**src/sv/lts_pkg.sv**
```systemverilog
`timescale 1ns / 1ps
`default_nettype none

package lts_pkg;

   // Character codes the scanner treats specially
   localparam logic [7:0] CH_NUL   = 8'h00;
   localparam logic [7:0] CH_TAB   = 8'h09;
   localparam logic [7:0] CH_LF    = 8'h0A;
   localparam logic [7:0] CH_VT    = 8'h0B;
   localparam logic [7:0] CH_FF    = 8'h0C;
   localparam logic [7:0] CH_CR    = 8'h0D;
   localparam logic [7:0] CH_SPACE = 8'h20;
   localparam logic [7:0] CH_MINUS = 8'h2D;
   localparam logic [7:0] CH_ZERO  = 8'h30;
   localparam logic [7:0] CH_NINE  = 8'h39;
   localparam logic [7:0] CH_UP_A  = 8'h41;
   localparam logic [7:0] CH_UP_Z  = 8'h5A;
   localparam logic [7:0] CH_LO_A  = 8'h61;
   localparam logic [7:0] CH_LO_Z  = 8'h7A;

   // Saturation limits of the two number kinds
   localparam logic [63:0] NAT_LIMIT = 64'hFFFF_FFFF_FFFF_FFFF;
   localparam logic [63:0] NEG_LIMIT = 64'h8000_0000_0000_0000;

   localparam logic [7:0] MAX_TOKENS_RESET = 8'd10;

   // Result queue geometry
   localparam int QUEUE_DEPTH = 4;
   localparam int QUEUE_PTR_W = $clog2(QUEUE_DEPTH);

   typedef enum logic [2:0] {
      KIND_NEG   = 3'd0,
      KIND_NAT   = 3'd1,
      KIND_IDENT = 3'd2,
      KIND_OTHER = 3'd3,
      KIND_END   = 3'd4
   } kind_type;

   typedef struct packed {
      kind_type    kind;
      logic [63:0] magnitude;
      logic [15:0] start_offset;
      logic [15:0] token_length;
      logic        last_of_group;
   } token_type;

   // Up to two tokens come out of one scanned byte
   typedef struct packed {
      logic [1:0] count;
      token_type  first;
      token_type  second;
   } push_type;

   function automatic logic is_digit(logic [7:0] c);
      return (c >= CH_ZERO) && (c <= CH_NINE);
   endfunction

   function automatic logic is_alpha(logic [7:0] c);
      return ((c >= CH_UP_A) && (c <= CH_UP_Z)) || ((c >= CH_LO_A) && (c <= CH_LO_Z));
   endfunction

   function automatic logic is_space(logic [7:0] c);
      return (c == CH_SPACE) || (c == CH_TAB) || (c == CH_LF) || (c == CH_VT)
         || (c == CH_FF) || (c == CH_CR);
   endfunction

endpackage

`default_nettype wire

```
**src/sv/lts_if.sv**
```systemverilog
`timescale 1ns / 1ps
`default_nettype none

// Text byte channel
interface lts_req_if;
   logic       valid;
   logic       ready;
   logic [7:0] text_byte;

   modport source (output valid, output text_byte, input ready);
   modport sink (input valid, input text_byte, output ready);
endinterface

// Token channel
interface lts_rsp_if;
   logic        valid;
   logic        ready;
   logic [2:0]  token_kind;
   logic [63:0] magnitude;
   logic [15:0] start_offset;
   logic [15:0] token_length;
   logic        last_of_group;

   modport source (output valid, output token_kind, output magnitude, output start_offset,
                   output token_length, output last_of_group, input ready);
   modport sink (input valid, input token_kind, input magnitude, input start_offset,
                 input token_length, input last_of_group, output ready);
endinterface

`default_nettype wire

```
**src/sv/line_token_scanner.sv**
```systemverilog
`timescale 1ns / 1ps
`default_nettype none

// Line token scanner: takes one text byte per cycle while the result queue has room and
// returns tokens (kind, magnitude, start offset, length, group-last flag). A byte passes
// an input register and waits there until the four-entry result queue has room for two
// tokens; it is then scanned, and the tokens it releases are written into the queue at
// the end of that scan and offered on the result channel from the queue head. Since the
// result channel moves one token per cycle while ready is high, a byte that yields two
// tokens (a lone minus followed by a one-character other token or end of text) costs
// extra output bandwidth. max_tokens is written through csr_wr_en/csr_wr_data and
// resets to 10; write it only while no text is in flight.
module line_token_scanner
   import lts_pkg::*;
#(
   parameter int OFFSET_BITS = 16
) (
   input  wire logic       clock,
   input  wire logic       reset,
   lts_req_if.sink         req_chan,
   lts_rsp_if.source       rsp_chan,
   input  wire logic       csr_wr_en,
   input  wire logic [7:0] csr_wr_data
);

   logic       in_valid_ff, in_valid_in;
   logic [7:0] in_byte_ff, in_byte_in;
   logic [7:0] max_tokens_ff;
   logic       advance;
   logic       room;
   logic       req_take;
   push_type   push;
   token_type  out_token;
   logic       out_valid;

   // Move the held byte into the scanner when the queue can absorb two tokens
   assign advance          = in_valid_ff && room;
   assign req_chan.ready   = !in_valid_ff || advance;
   assign req_take         = req_chan.valid && req_chan.ready;
   assign in_valid_in      = req_take || (in_valid_ff && !advance);
   assign in_byte_in       = req_take ? req_chan.text_byte : in_byte_ff;

   // Input register
   always_ff @(posedge clock) begin
      if (reset) begin
         in_valid_ff <= 1'b0;
      end else begin
         in_valid_ff <= in_valid_in;
      end
   end

   always_ff @(posedge clock) begin
      in_byte_ff <= in_byte_in;
   end

   // Group size register
   always_ff @(posedge clock) begin
      if (reset) begin
         max_tokens_ff <= MAX_TOKENS_RESET;
      end else if (csr_wr_en) begin
         max_tokens_ff <= csr_wr_data;
      end
   end

   lts_scanner #(
      .OFFSET_BITS (OFFSET_BITS)
   ) u_scanner (
      .clock      (clock),
      .reset      (reset),
      .step       (advance),
      .text_byte  (in_byte_ff),
      .max_tokens (max_tokens_ff),
      .push       (push)
   );

   lts_result_queue u_queue (
      .clock     (clock),
      .reset     (reset),
      .push      (push),
      .pop       (rsp_chan.valid && rsp_chan.ready),
      .room      (room),
      .out_valid (out_valid),
      .out_token (out_token)
   );

   // Drive the result channel from the queue head
   assign rsp_chan.valid         = out_valid;
   assign rsp_chan.token_kind    = out_token.kind;
   assign rsp_chan.magnitude     = out_token.magnitude;
   assign rsp_chan.start_offset  = out_token.start_offset;
   assign rsp_chan.token_length  = out_token.token_length;
   assign rsp_chan.last_of_group = out_token.last_of_group;

   // Two tokens from one byte only follow a lone minus
   a_pair_after_minus: assert property (@(posedge clock) disable iff (reset)
      push.count == 2'd2 |-> push.first.kind == KIND_OTHER)
      else $error("two tokens without a leading minus token");

   // An end marker always closes its group
   a_end_closes: assert property (@(posedge clock) disable iff (reset)
      rsp_chan.valid && rsp_chan.token_kind == KIND_END |-> rsp_chan.last_of_group)
      else $error("end marker not marked last");

   // A held byte waits unchanged until the scanner takes it
   a_hold_byte: assert property (@(posedge clock) disable iff (reset)
      in_valid_ff && !advance |=> in_valid_ff && $stable(in_byte_ff))
      else $error("held byte lost or changed");

   // Scanner never pushes while the queue lacks room
   a_no_overflow: assert property (@(posedge clock) disable iff (reset)
      push.count != 2'd0 |-> room)
      else $error("token pushed into a full queue");

endmodule

`default_nettype wire

```
**src/sv/lts_scanner.sv**
```systemverilog
`timescale 1ns / 1ps
`default_nettype none

module lts_scanner
   import lts_pkg::*;
#(
   parameter int OFFSET_BITS = 16
) (
   input  logic       clock,
   input  logic       reset,
   input  logic       step,
   input  logic [7:0] text_byte,
   input  logic [7:0] max_tokens,
   output push_type   push
);

   localparam int ExtW = (OFFSET_BITS > 16) ? OFFSET_BITS : 16;

   typedef enum logic [3:0] {
      PH_BETWEEN = 4'b0001,
      PH_MINUS   = 4'b0010,
      PH_NUMBER  = 4'b0100,
      PH_IDENT   = 4'b1000
   } phase_type;

   phase_type              phase_ff, phase_in;
   logic [63:0]            acc_ff, acc_in;
   logic                   sat_ff, sat_in;
   logic                   neg_ff, neg_in;
   logic [OFFSET_BITS-1:0] start_ff, start_in;
   logic [OFFSET_BITS-1:0] pos_ff, pos_in;
   logic [7:0]             gc_ff, gc_in;

   logic                   digit;
   logic                   ends;
   logic                   fresh;
   logic                   neg_src;
   logic [63:0]            acc_src;
   logic                   sat_src;
   logic [63:0]            limit;
   logic [67:0]            prod;
   logic [63:0]            acc_new;
   logic                   sat_new;
   logic [7:0]             eff_max;
   logic [OFFSET_BITS-1:0] len;
   logic                   scan_free;
   logic                   last;
   token_type              tok;

   // Offsets are reported in 16 bits whatever the counter width
   function automatic logic [15:0] to16(logic [OFFSET_BITS-1:0] v);
      logic [ExtW-1:0] w;
      w = ExtW'(v);
      return w[15:0];
   endfunction

   function automatic logic group_full(logic [7:0] gc, logic [7:0] lim);
      return ({1'b0, gc} + 9'd1) >= {1'b0, lim};
   endfunction

   function automatic token_type form_token(kind_type kind, logic [63:0] mag,
                                            logic [15:0] start, logic [15:0] length,
                                            logic closes);
      token_type t;
      t.kind          = kind;
      t.magnitude     = mag;
      t.start_offset  = start;
      t.token_length  = length;
      t.last_of_group = closes;
      return t;
   endfunction

   assign digit   = is_digit(text_byte);
   assign ends    = (text_byte == CH_LF) || (text_byte == CH_NUL);
   assign eff_max = (max_tokens == 8'd0) ? 8'd1 : max_tokens;
   assign len     = pos_ff - start_ff;
   assign fresh   = digit && ((phase_ff == PH_BETWEEN) || (phase_ff == PH_MINUS));

   // Decimal accumulate: acc*10 + digit, saturating at the kind's limit
   always_comb begin
      neg_src = fresh ? (phase_ff == PH_MINUS) : neg_ff;
      acc_src = fresh ? 64'd0 : acc_ff;
      sat_src = fresh ? 1'b0 : sat_ff;
      limit   = neg_src ? NEG_LIMIT : NAT_LIMIT;
      prod    = ({4'b0, acc_src} << 3) + ({4'b0, acc_src} << 1) + {64'b0, text_byte[3:0]};
      if (sat_src || (prod > {4'b0, limit})) begin
         acc_new = limit;
         sat_new = 1'b1;
      end else begin
         acc_new = prod[63:0];
         sat_new = 1'b0;
      end
   end

   // Scan one byte: extend or close the running token, or start a new one
   always_comb begin
      phase_in  = phase_ff;
      acc_in    = acc_ff;
      sat_in    = sat_ff;
      neg_in    = neg_ff;
      start_in  = start_ff;
      pos_in    = pos_ff;
      gc_in     = gc_ff;
      push      = '0;
      scan_free = 1'b0;
      last      = 1'b0;
      tok       = '0;

      unique case (phase_ff)
         PH_MINUS: begin
            if (digit) begin
               phase_in = PH_NUMBER;
               acc_in   = acc_new;
               sat_in   = sat_new;
               neg_in   = 1'b1;
            end else begin
               // lone minus becomes an other token; the byte is rescanned
               last       = group_full(gc_in, eff_max);
               push.first = form_token(KIND_OTHER, 64'd0, to16(start_ff), 16'd1, last);
               push.count = 2'd1;
               gc_in      = last ? 8'd0 : gc_in + 8'd1;
               phase_in   = PH_BETWEEN;
               scan_free  = 1'b1;
            end
         end
         PH_NUMBER: begin
            if (digit) begin
               acc_in = acc_new;
               sat_in = sat_new;
            end else begin
               last       = ends || group_full(gc_in, eff_max);
               push.first = form_token(neg_ff ? KIND_NEG : KIND_NAT, acc_ff, to16(start_ff),
                                       to16(len), last);
               push.count = 2'd1;
               gc_in      = last ? 8'd0 : gc_in + 8'd1;
               phase_in   = PH_BETWEEN;
               scan_free  = (text_byte == CH_NUL);
            end
         end
         PH_IDENT: begin
            if (!(is_alpha(text_byte) || digit)) begin
               last       = ends || group_full(gc_in, eff_max);
               push.first = form_token(KIND_IDENT, 64'd0, to16(start_ff), to16(len), last);
               push.count = 2'd1;
               gc_in      = last ? 8'd0 : gc_in + 8'd1;
               phase_in   = PH_BETWEEN;
               scan_free  = (text_byte == CH_NUL);
            end
         end
         default: begin
            // between tokens
            scan_free = 1'b1;
         end
      endcase

      if (scan_free) begin
         priority if (text_byte == CH_NUL) begin
            if ((push.count == 2'd0) || (push.first.kind == KIND_OTHER)) begin
               tok = form_token(KIND_END, 64'd0, to16(pos_ff), 16'd0, 1'b1);
               if (push.count == 2'd0) begin
                  push.first = tok;
               end else begin
                  push.second = tok;
               end
               push.count = push.count + 2'd1;
            end
         end else if (is_space(text_byte)) begin
            phase_in = phase_in;
         end else if (text_byte == CH_MINUS) begin
            phase_in = PH_MINUS;
            start_in = pos_ff;
         end else if (digit) begin
            phase_in = PH_NUMBER;
            neg_in   = 1'b0;
            acc_in   = acc_new;
            sat_in   = sat_new;
            start_in = pos_ff;
         end else if (is_alpha(text_byte)) begin
            phase_in = PH_IDENT;
            start_in = pos_ff;
         end else begin
            last = group_full(gc_in, eff_max);
            tok  = form_token(KIND_OTHER, 64'd0, to16(pos_ff), 16'd1, last);
            if (push.count == 2'd0) begin
               push.first = tok;
            end else begin
               push.second = tok;
            end
            push.count = push.count + 2'd1;
            gc_in      = last ? 8'd0 : gc_in + 8'd1;
         end
      end

      // End of text restarts the whole scan at offset zero
      if (text_byte == CH_NUL) begin
         phase_in = PH_BETWEEN;
         acc_in   = 64'd0;
         sat_in   = 1'b0;
         neg_in   = 1'b0;
         start_in = '0;
         pos_in   = '0;
         gc_in    = 8'd0;
      end else begin
         pos_in = pos_ff + OFFSET_BITS'(1);
      end

      if (!step) begin
         push.count = 2'd0;
      end
   end

   // Advance the scan state once per scanned byte
   always_ff @(posedge clock) begin
      if (reset) begin
         phase_ff <= PH_BETWEEN;
         acc_ff   <= 64'd0;
         sat_ff   <= 1'b0;
         neg_ff   <= 1'b0;
         start_ff <= '0;
         pos_ff   <= '0;
         gc_ff    <= 8'd0;
      end else if (step) begin
         phase_ff <= phase_in;
         acc_ff   <= acc_in;
         sat_ff   <= sat_in;
         neg_ff   <= neg_in;
         start_ff <= start_in;
         pos_ff   <= pos_in;
         gc_ff    <= gc_in;
      end
   end

endmodule

`default_nettype wire

```
**src/sv/lts_result_queue.sv**
```systemverilog
`timescale 1ns / 1ps
`default_nettype none

module lts_result_queue
   import lts_pkg::*;
(
   input  logic      clock,
   input  logic      reset,
   input  push_type  push,
   input  logic      pop,
   output logic      room,
   output logic      out_valid,
   output token_type out_token
);

   token_type              entry_ff [QUEUE_DEPTH];
   logic [QUEUE_PTR_W-1:0] wr_ptr_ff, wr_ptr_in;
   logic [QUEUE_PTR_W-1:0] rd_ptr_ff, rd_ptr_in;
   logic [QUEUE_PTR_W:0]   count_ff, count_in;
   logic [QUEUE_PTR_W-1:0] wr_next;

   assign wr_next   = wr_ptr_ff + QUEUE_PTR_W'(1);
   assign wr_ptr_in = wr_ptr_ff + QUEUE_PTR_W'(push.count);
   assign rd_ptr_in = rd_ptr_ff + QUEUE_PTR_W'(pop);
   assign count_in  = count_ff + (QUEUE_PTR_W + 1)'(push.count) - (QUEUE_PTR_W + 1)'(pop);

   // Room for a byte that yields two tokens
   assign room      = count_ff <= (QUEUE_PTR_W + 1)'(QUEUE_DEPTH - 2);
   assign out_valid = count_ff != '0;
   assign out_token = entry_ff[rd_ptr_ff];

   // Store tokens in order
   always_ff @(posedge clock) begin
      if (push.count != 2'd0) begin
         entry_ff[wr_ptr_ff] <= push.first;
      end
      if (push.count == 2'd2) begin
         entry_ff[wr_next] <= push.second;
      end
   end

   // Track pointers and fill level
   always_ff @(posedge clock) begin
      if (reset) begin
         wr_ptr_ff <= '0;
         rd_ptr_ff <= '0;
         count_ff  <= '0;
      end else begin
         wr_ptr_ff <= wr_ptr_in;
         rd_ptr_ff <= rd_ptr_in;
         count_ff  <= count_in;
      end
   end

endmodule

`default_nettype wire

```
**src/flat_wrapper.sv**
```systemverilog
// flat-port wrapper written by rule: the top's interface ports become plain ports
module line_token_scanner_flat import lts_pkg::*;
#(
   parameter int OFFSET_BITS = 16
)
  (clock, reset, csr_wr_en, csr_wr_data, req_chan_valid, req_chan_text_byte, req_chan_ready, rsp_chan_valid, rsp_chan_token_kind, rsp_chan_magnitude, rsp_chan_start_offset, rsp_chan_token_length, rsp_chan_last_of_group, rsp_chan_ready);
  lts_req_if req_chan_i ();
  lts_rsp_if rsp_chan_i ();
  input  wire logic clock;
  input  wire logic reset;
  input  wire logic csr_wr_en;
  input  wire logic [7:0] csr_wr_data;
  input wire logic [$bits(req_chan_i.valid)-1:0] req_chan_valid;
  input wire logic [$bits(req_chan_i.text_byte)-1:0] req_chan_text_byte;
  output wire logic [$bits(req_chan_i.ready)-1:0] req_chan_ready;
  output wire logic [$bits(rsp_chan_i.valid)-1:0] rsp_chan_valid;
  output wire logic [$bits(rsp_chan_i.token_kind)-1:0] rsp_chan_token_kind;
  output wire logic [$bits(rsp_chan_i.magnitude)-1:0] rsp_chan_magnitude;
  output wire logic [$bits(rsp_chan_i.start_offset)-1:0] rsp_chan_start_offset;
  output wire logic [$bits(rsp_chan_i.token_length)-1:0] rsp_chan_token_length;
  output wire logic [$bits(rsp_chan_i.last_of_group)-1:0] rsp_chan_last_of_group;
  input wire logic [$bits(rsp_chan_i.ready)-1:0] rsp_chan_ready;
  assign req_chan_i.valid = req_chan_valid;
  assign req_chan_i.text_byte = req_chan_text_byte;
  assign req_chan_ready = req_chan_i.ready;
  assign rsp_chan_valid = rsp_chan_i.valid;
  assign rsp_chan_token_kind = rsp_chan_i.token_kind;
  assign rsp_chan_magnitude = rsp_chan_i.magnitude;
  assign rsp_chan_start_offset = rsp_chan_i.start_offset;
  assign rsp_chan_token_length = rsp_chan_i.token_length;
  assign rsp_chan_last_of_group = rsp_chan_i.last_of_group;
  assign rsp_chan_i.ready = rsp_chan_ready;
  line_token_scanner #(.OFFSET_BITS(OFFSET_BITS)) u_core (.clock(clock), .reset(reset), .req_chan(req_chan_i), .rsp_chan(rsp_chan_i), .csr_wr_en(csr_wr_en), .csr_wr_data(csr_wr_data));
endmodule
```
**config.mk**
```make
export PLATFORM = sky130hd
export DESIGN_NAME = line_token_scanner_flat
export DESIGN_NICKNAME = d
export VERILOG_FILES = /design/src/sv/lts_pkg.sv /design/src/sv/lts_if.sv /design/src/sv/line_token_scanner.sv /design/src/sv/lts_scanner.sv /design/src/sv/lts_result_queue.sv /design/src/flat_wrapper.sv
export SDC_FILE = /design/constraint.sdc
export NUM_CORES = 2
export LEC_CHECK = 0
export BUFFER_PORTS_ARGS = -buffer_cell sky130_fd_sc_hd__buf_4
export CORE_AREA = 5 5 264 266
export CTS_BUF_LIST = sky130_fd_sc_hd__clkbuf_16
export DETAILED_ROUTE_END_ITERATION = 8
export DIE_AREA = 0 0 269 271
export PLACE_DENSITY = 0.65
export SLEW_MARGIN = 30
export SYNTH_ARGS = -nofsm -noshare
export SYNTH_HDL_FRONTEND = slang
export SYNTH_SLANG_ARGS = --single-unit
```
**constraint.sdc**
```tcl
create_clock -name clock -period 22.6 [get_ports clock]
set_input_delay 1.13 -clock clock [delete_from_list [all_inputs] [get_ports clock]]
set_output_delay 1.13 -clock clock [all_outputs]
set_load 0.03 [all_outputs]
```
== After elaboration in Yosys (flattened, before gate mapping) ==
Memories as Yosys holds them, arrays and structs flattened. A register that Yosys moved wholly into a read port is not among the register bits.
Cells that the tools add are included.
Word-level totals
  memories: 1
  input port bits: 21
  RAM bits: 400
  register bits after elaboration: 134
  output and inout bits: 102
  word-level logic and storage cells: 169
Operators by class
  eq/ne operators: 14
  mux-type cells: 84
  order comparisons: 10
  reduce and logical (&&, ||, !) cells: 33
  $add $sub $neg: 14
Memories
  u_core.u_queue.entry_ff: words 4, width 100, rd ports 1, clocked after Yosys merged registers in 1, wr ports 2, RTL line lts_result_queue.sv:16  | token_type entry_ff [QUEUE_DEPTH];
Operator list (count)
  202-bit two-way mux: 7
  64-bit two-way mux: 9
  101-bit two-way mux: 3
  101-bit one-hot mux with 3 select lines: 1
  100-bit two-way mux: 3
  16-bit two-way mux: 7
  8-bit two-way mux: 13
  99-bit two-way mux: 1
  67-bit by 65-bit adder with 68-bit output: 1
  68-bit by 4-bit adder with 68-bit output: 1
  68-bit by 64-bit greater-than comparator with 1-bit output: 1
  63-bit two-way mux: 1
  8-bit by 4-bit equality test with 1-bit output, second input constant: 5
  4-bit two-way mux: 8
  1-bit two-way mux: 25
  8-bit one-hot mux with 3 select lines: 1
  8-bit by 1-bit adder with 9-bit output, second input constant: 2
  9-bit by 8-bit greater-or-equal comparator with 1-bit output: 2
  16-bit by 1-bit adder with 16-bit output, second input constant: 1
  8-bit by 1-bit adder with 8-bit output, second input constant: 2
  8-bit by 6-bit equality test with 1-bit output, second input constant: 2
  8-bit by 7-bit greater-or-equal comparator with 1-bit output, second input constant: 2
  8-bit by 7-bit <= comparator with 1-bit output, second input constant: 2
  8-bit logical NOT: 2
  other kinds (29): 53

== Longest topological paths before layout ==
  depth after elaboration: 20
  gate-level depth with buffers: 33
  gate-level depth less buffers: 30

== Hierarchy ==
From an unflattened synthesis, not the netlist that was laid out.
Second synthesis, totals
  cell total of the unflattened synthesis: 2866
  area, all modules: 34396.7 sq um
By module, submodules not included
  lts_result_queue: area each 19761.5 sq um, sequential area each 12151.7 sq um, cells each 1009, times used 1
  lts_scanner: area each 14047.2 sq um, sequential area each 2202.1 sq um, cells each 1816, times used 1
  line_token_scanner: area each 588.1 sq um, sequential area each 420.4 sq um, cells each 41, times used 1

== Worst setup path after synthesis ==
Ideal clock, no wire load.
  path kind: flip-flop to flip-flop
  from: reg u_core.in_byte_ff[6]
  to: reg u_core.u_scanner.acc_ff[10]
  setup time: 122 ps
  clock period less this slack: 7547 ps
  stages on the path, launching flop included: 31
  arrival: 7425 ps
  required time: 22478 ps
  buffers on the path: 4
  path slack: 15053 ps
  cells stage by stage: edfxtp_1 nor3b_1 nand3_1 or4_1 clkbuf_1 clkbuf_1 and2_1 fa_1 ha_1 a211oi_1 o21ai_0 o21ai_0 o21ai_0 a211o_1 a41oi_1 or4_1 o21ai_0 a211oi_1 xnor2_1 ha_1 nand4_1 or4_1 a41o_1 and3_1 o32ai_1 mux2i_1 and4_4 and3_1 buf_6 buf_2 a221o_1
On the way
  word-level cells in the longest chain between the ends: 16
  elaborated cells on any way between the ends: 45
  classes of those cells: add/sub (2); order compare (7); eq/ne (7); mux (16); reduce/logical (13)
RTL lines
  start, declared: RTL line line_token_scanner.sv:27  | logic [7:0] in_byte_ff, in_byte_in;
  start signal, assigned: RTL line line_token_scanner.sv:53  | in_byte_ff <= in_byte_in;
  8-bit by 6-bit greater-or-equal comparator with 1-bit output or 8-bit by 6-bit <= comparator with 1-bit output (tied branches): RTL line lts_pkg.sv:56  | return (c >= CH_ZERO) && (c <= CH_NINE);
  1-bit logical AND: RTL line lts_pkg.sv:56
  1-bit logical AND: RTL line lts_scanner.sv:77  | assign fresh = digit && ((phase_ff == PH_BETWEEN) || (phase_ff == PH_MINUS));
  64-bit two-way mux: RTL line lts_scanner.sv:82  | acc_src = fresh ? 64'd0 : acc_ff;
  67-bit by 65-bit adder with 68-bit output: RTL line lts_scanner.sv:85  | prod = ({4'b0, acc_src} << 3) + ({4'b0, acc_src} << 1) + {64'b0, text_byte[3:0]};
  68-bit by 4-bit adder with 68-bit output: RTL line lts_scanner.sv:85
  68-bit by 64-bit greater-than comparator with 1-bit output: RTL line lts_scanner.sv:86  | if (sat_src || (prod > {4'b0, limit})) begin
  1-bit logical OR: RTL line lts_scanner.sv:86
  64-bit two-way mux: RTL line lts_scanner.sv:86
  64-bit two-way mux: RTL line lts_scanner.sv:111, lts_scanner.sv:127
  64-bit two-way mux
  64-bit two-way mux: RTL line lts_scanner.sv:172  | end else if (digit) begin
  64-bit two-way mux: RTL line lts_scanner.sv:169  | end else if (text_byte == CH_MINUS) begin
  64-bit two-way mux: RTL line lts_scanner.sv:167  | end else if (is_space(text_byte)) begin
  64-bit two-way mux: RTL line lts_scanner.sv:156  | if (scan_free) begin
  64-bit two-way mux *: RTL line lts_scanner.sv:195  | if (text_byte == CH_NUL) begin
  end signal, assigned: RTL line lts_scanner.sv:224  | acc_ff <= acc_in;
  end, declared: RTL line lts_scanner.sv:27  | logic [63:0] acc_ff, acc_in;
Mark *: on every way between the ends. The rest lies on a longest branch, timed or not.
A chain may end at the register's enable or synchronous reset.

== Worst setup path in the final report ==
  from: reg u_core.in_byte_ff[6]
  to: reg u_core.u_scanner.acc_ff[22]
The elaborated chain is that of the path after synthesis.

==> out/qor.txt <==
Status: finished, final reports clean
Routability cong.: 0.933
CTS Hold Buffers Added: 0
Inserted Clock Buffers: 59
Hold Crit Class: reg2reg
Dominant cell type by area after synthesis: dfxtp_1
Area Growth Syn to Fin: 11.3%
Setup ws final: 13.37 ns
Worst Min Path Start: u_core.u_queue.entry_ff[0][78]
Slew HR: 33.6%
Clock Path Buffers: 3
Vias in the first global route: 24200
Synth async-reset ratio: 0%
Final Cycle Share: 40.8%
Cts repair resizes: 0
Layout cell share with drive strength beyond 1: 12.4%
Starting DRC count in detailed routing: 2150
Startpoint types: flop
CTS tree: built
Mapped Cells: 3228
Starting Density: 44.7%
PortBufs: 122
Static Leak: 13.1 nW
#FFs+latches synth: 534
Drt drc: 0
Achievable Freq: 108 MHz
CP Capture Type: flop
DR WL/cell: 20.5 um
R2r startpoint: u_core.in_byte_ff[6]
Register area share after synthesis: 38.9%
Syn nets: 3483
Io pins: 123
Clk root buf: clkbuf_16
Core Rows: 95
Max-slew violations: 0
Clock Skew: 0.0304 ns
Die Ht: 271 um
# H-tree levels: 2
Most frequent cells in the layout: 440 x dfxtp_1, 365 x nand3_1, 286 x nand2_1
Endpoints failing setup: 0
Postcts setup bufs: 0
RSZ-0062 raised after global routing: no
Minimum clock period: 9.23 ns
Grt total ovfl: 0
EDFF count, synth: 92
CP arrival: 9.73 ns
CORE AREA: 0.0668 mm^2
DP Wirelength: 56.0 mm
Post-synth top area share: 29.6%
Clock sink count: 534
Initial antenna violation count: 1
Layout Nets: 3462
Placement Setup Slack: 13.58 ns
TNS Setup: 0 ns
Post-DRT Antenna Nets: 0
Maxcap violations: 0
Die area: 0.0729 mm^2
Worst path max stage delay: 0.69 ns
Post-synth cell types: 79
Worst-Margin Slew: 0.996 ns
Critical path class: reg2reg
VDD IR max: 0.0763 mV
Fillers: 6304
Worst-skew pair later-pin latency: 0.64 ns
Syn Area/Cell: 9.26 um^2
Largest net degree at the start of global routing: 91
CTS clk-pin slew, worst paths: 0.06 ns
Via Count: 24900
DRT Pass-1 Iters: 5
CP max FO: 66
First-pass GRT wire length: 135 mm
Die X: 269 um
Synth top area cells: dfxtp_1 30%, ha_1 9.6%, edfxtp_1 9.2%
Slowest cell on the critical path: or4_2
Final hold viol count: 0
Number of synthesis warnings: 0
Detailed-route wire length: 84.6 mm
Critical Path Source: u_core.in_byte_ff[6]
Crit path required time: 23.10 ns
Pwr dens: 68.7 mW/mm^2
Vias/cell: 6.03
Commonest non-fill, non-tap cell in the layout: dfxtp_1
Primary FF master, synth: dfxtp_1
Overall Global Routing Usage: 22.5%
Synthesized area: 0.0299 mm^2
Number of diodes: 0
-- logic make-up (layout without fill, tap and decap cells) --
kind of cell	Yosys count	after routing	share of synthesized area, %
flops	534	534	38.9
simple gates	1028	1028	16.7
mux	109	109	7.84
xor+xnor	104	104	3.05
compound gates	905	905	19.3
buf+inv	314	341	4.44
fa+ha+maj	234	234	9.90
-- Yosys cell counts (5+ instances only) --
cell	number
nor2_1	128
and3_1	30
o22ai_2	20
a22oi_1	26
nand2_1	286
o21bai_1	23
and4_1	9
a41oi_1	8
a21o_1	55
mux4_2	100
o21ai_1	109
xor2_1	42
o211ai_1	13
o21a_1	15
edfxtp_1	92
o21ai_0	215
nand4_1	40
a221o_1	65
a31oi_1	14
inv_1	70
a211oi_1	10
clkbuf_1	153
or3_1	13
buf_2	47
nor2b_1	14
xnor2_1	62
o31ai_1	8
o22ai_1	68
nor3_1	18
nor4_1	6
ha_1	230
and2_1	76
nand3_1	365
nand2b_1	21
mux2i_1	9
buf_6	12
a32o_1	5
dfxtp_1	442
buf_1	32
a221oi_1	5
a21oi_1	204
-- layer usage --
metal	routed length, um	GRT usage [%]	share of wire (%)
met1	38100	31.4	45
met3	5670	3.90	6.7
met2	38700	36.2	46
met4	2090	6.17	2.5
met5	13	0	0.015
-- critical path, delay by kind of cell, from the launching register on --
| kind | cells | cell delay, ns |
|---|---|---|
| muxes | 1 | 0.12 |
| DFF | 1 | 0.42 |
| buffers and inverters | 2 | 0.66 |
| adders and majority gates | 3 | 1.16 |
| and+or+nand+nor | 11 | 3.24 |
| AOI/OAI and AO/OA | 11 | 3.32 |
| xor gates and xnor gates | 1 | 0.11 |
-- area by class of cell --
class                           count  area (um^2)  area share (%)
Clock inverter                     50          549            1.65
Timing Repair Buffer              162         1240            3.74
Sequential cell                   534        11600            34.9
Multi-Input combinational cell   2380        17000            51.2
Tap cell                          873         1090            3.28
Inverter                           70          263           0.790
Clock buffer                       59         1480            4.44
-- final timing paths --
check                           depth (start not counted)                        endpoint  slack (ns)
worst max register to register                         29     u_core.u_scanner.acc_ff[22]       13.37
worst max-delay path                                   29     u_core.u_scanner.acc_ff[22]       13.37
worst min register to register                          2  u_core.u_queue.entry_ff[0][78]        0.45
worst min-delay path                                    2  u_core.u_queue.entry_ff[0][78]        0.45
-- registers in the layout, summed over array words and instances (netlist names) --
name / cells
u_core.in_valid_ff: 1
u_core.u_queue.count_ff: 3
u_core.u_scanner.start_ff: 16
u_core.max_tokens_ff: 8
u_core.u_scanner.gc_ff: 8
u_core.u_queue.rd_ptr_ff: 2
u_core.u_scanner.acc_ff: 64
u_core.u_queue.wr_ptr_ff: 2
u_core.u_queue.entry_ff: 400
u_core.u_scanner.phase_ff: 4
u_core.u_scanner.pos_ff: 16
u_core.u_scanner.neg_ff: 1
u_core.in_byte_ff: 8
u_core.u_scanner.sat_ff: 1
-- stage by stage --
stage	hold WS [ns]	total power, mW	instance area (um^2)	util, %	cells
after floorplan	0.431	1.21	29900	-	3228
after global placement	0.440	1.30	31200	46.7	4018
after detailed placement	0.446	1.30	31200	46.7	4019
after CTS	0.455	2.30	33200	49.8	4128
after global routing	0.470	2.36	33300	49.8	4128
final	0.453	2.29	33300	49.8	4128
-- report_power, final --
group	internal, mW	switching (mW)
combinational	0.102	0.168
sequential	0.981	0.0312
clock	0.592	0.412
Note: power is estimated with default switching activity, not from simulation.
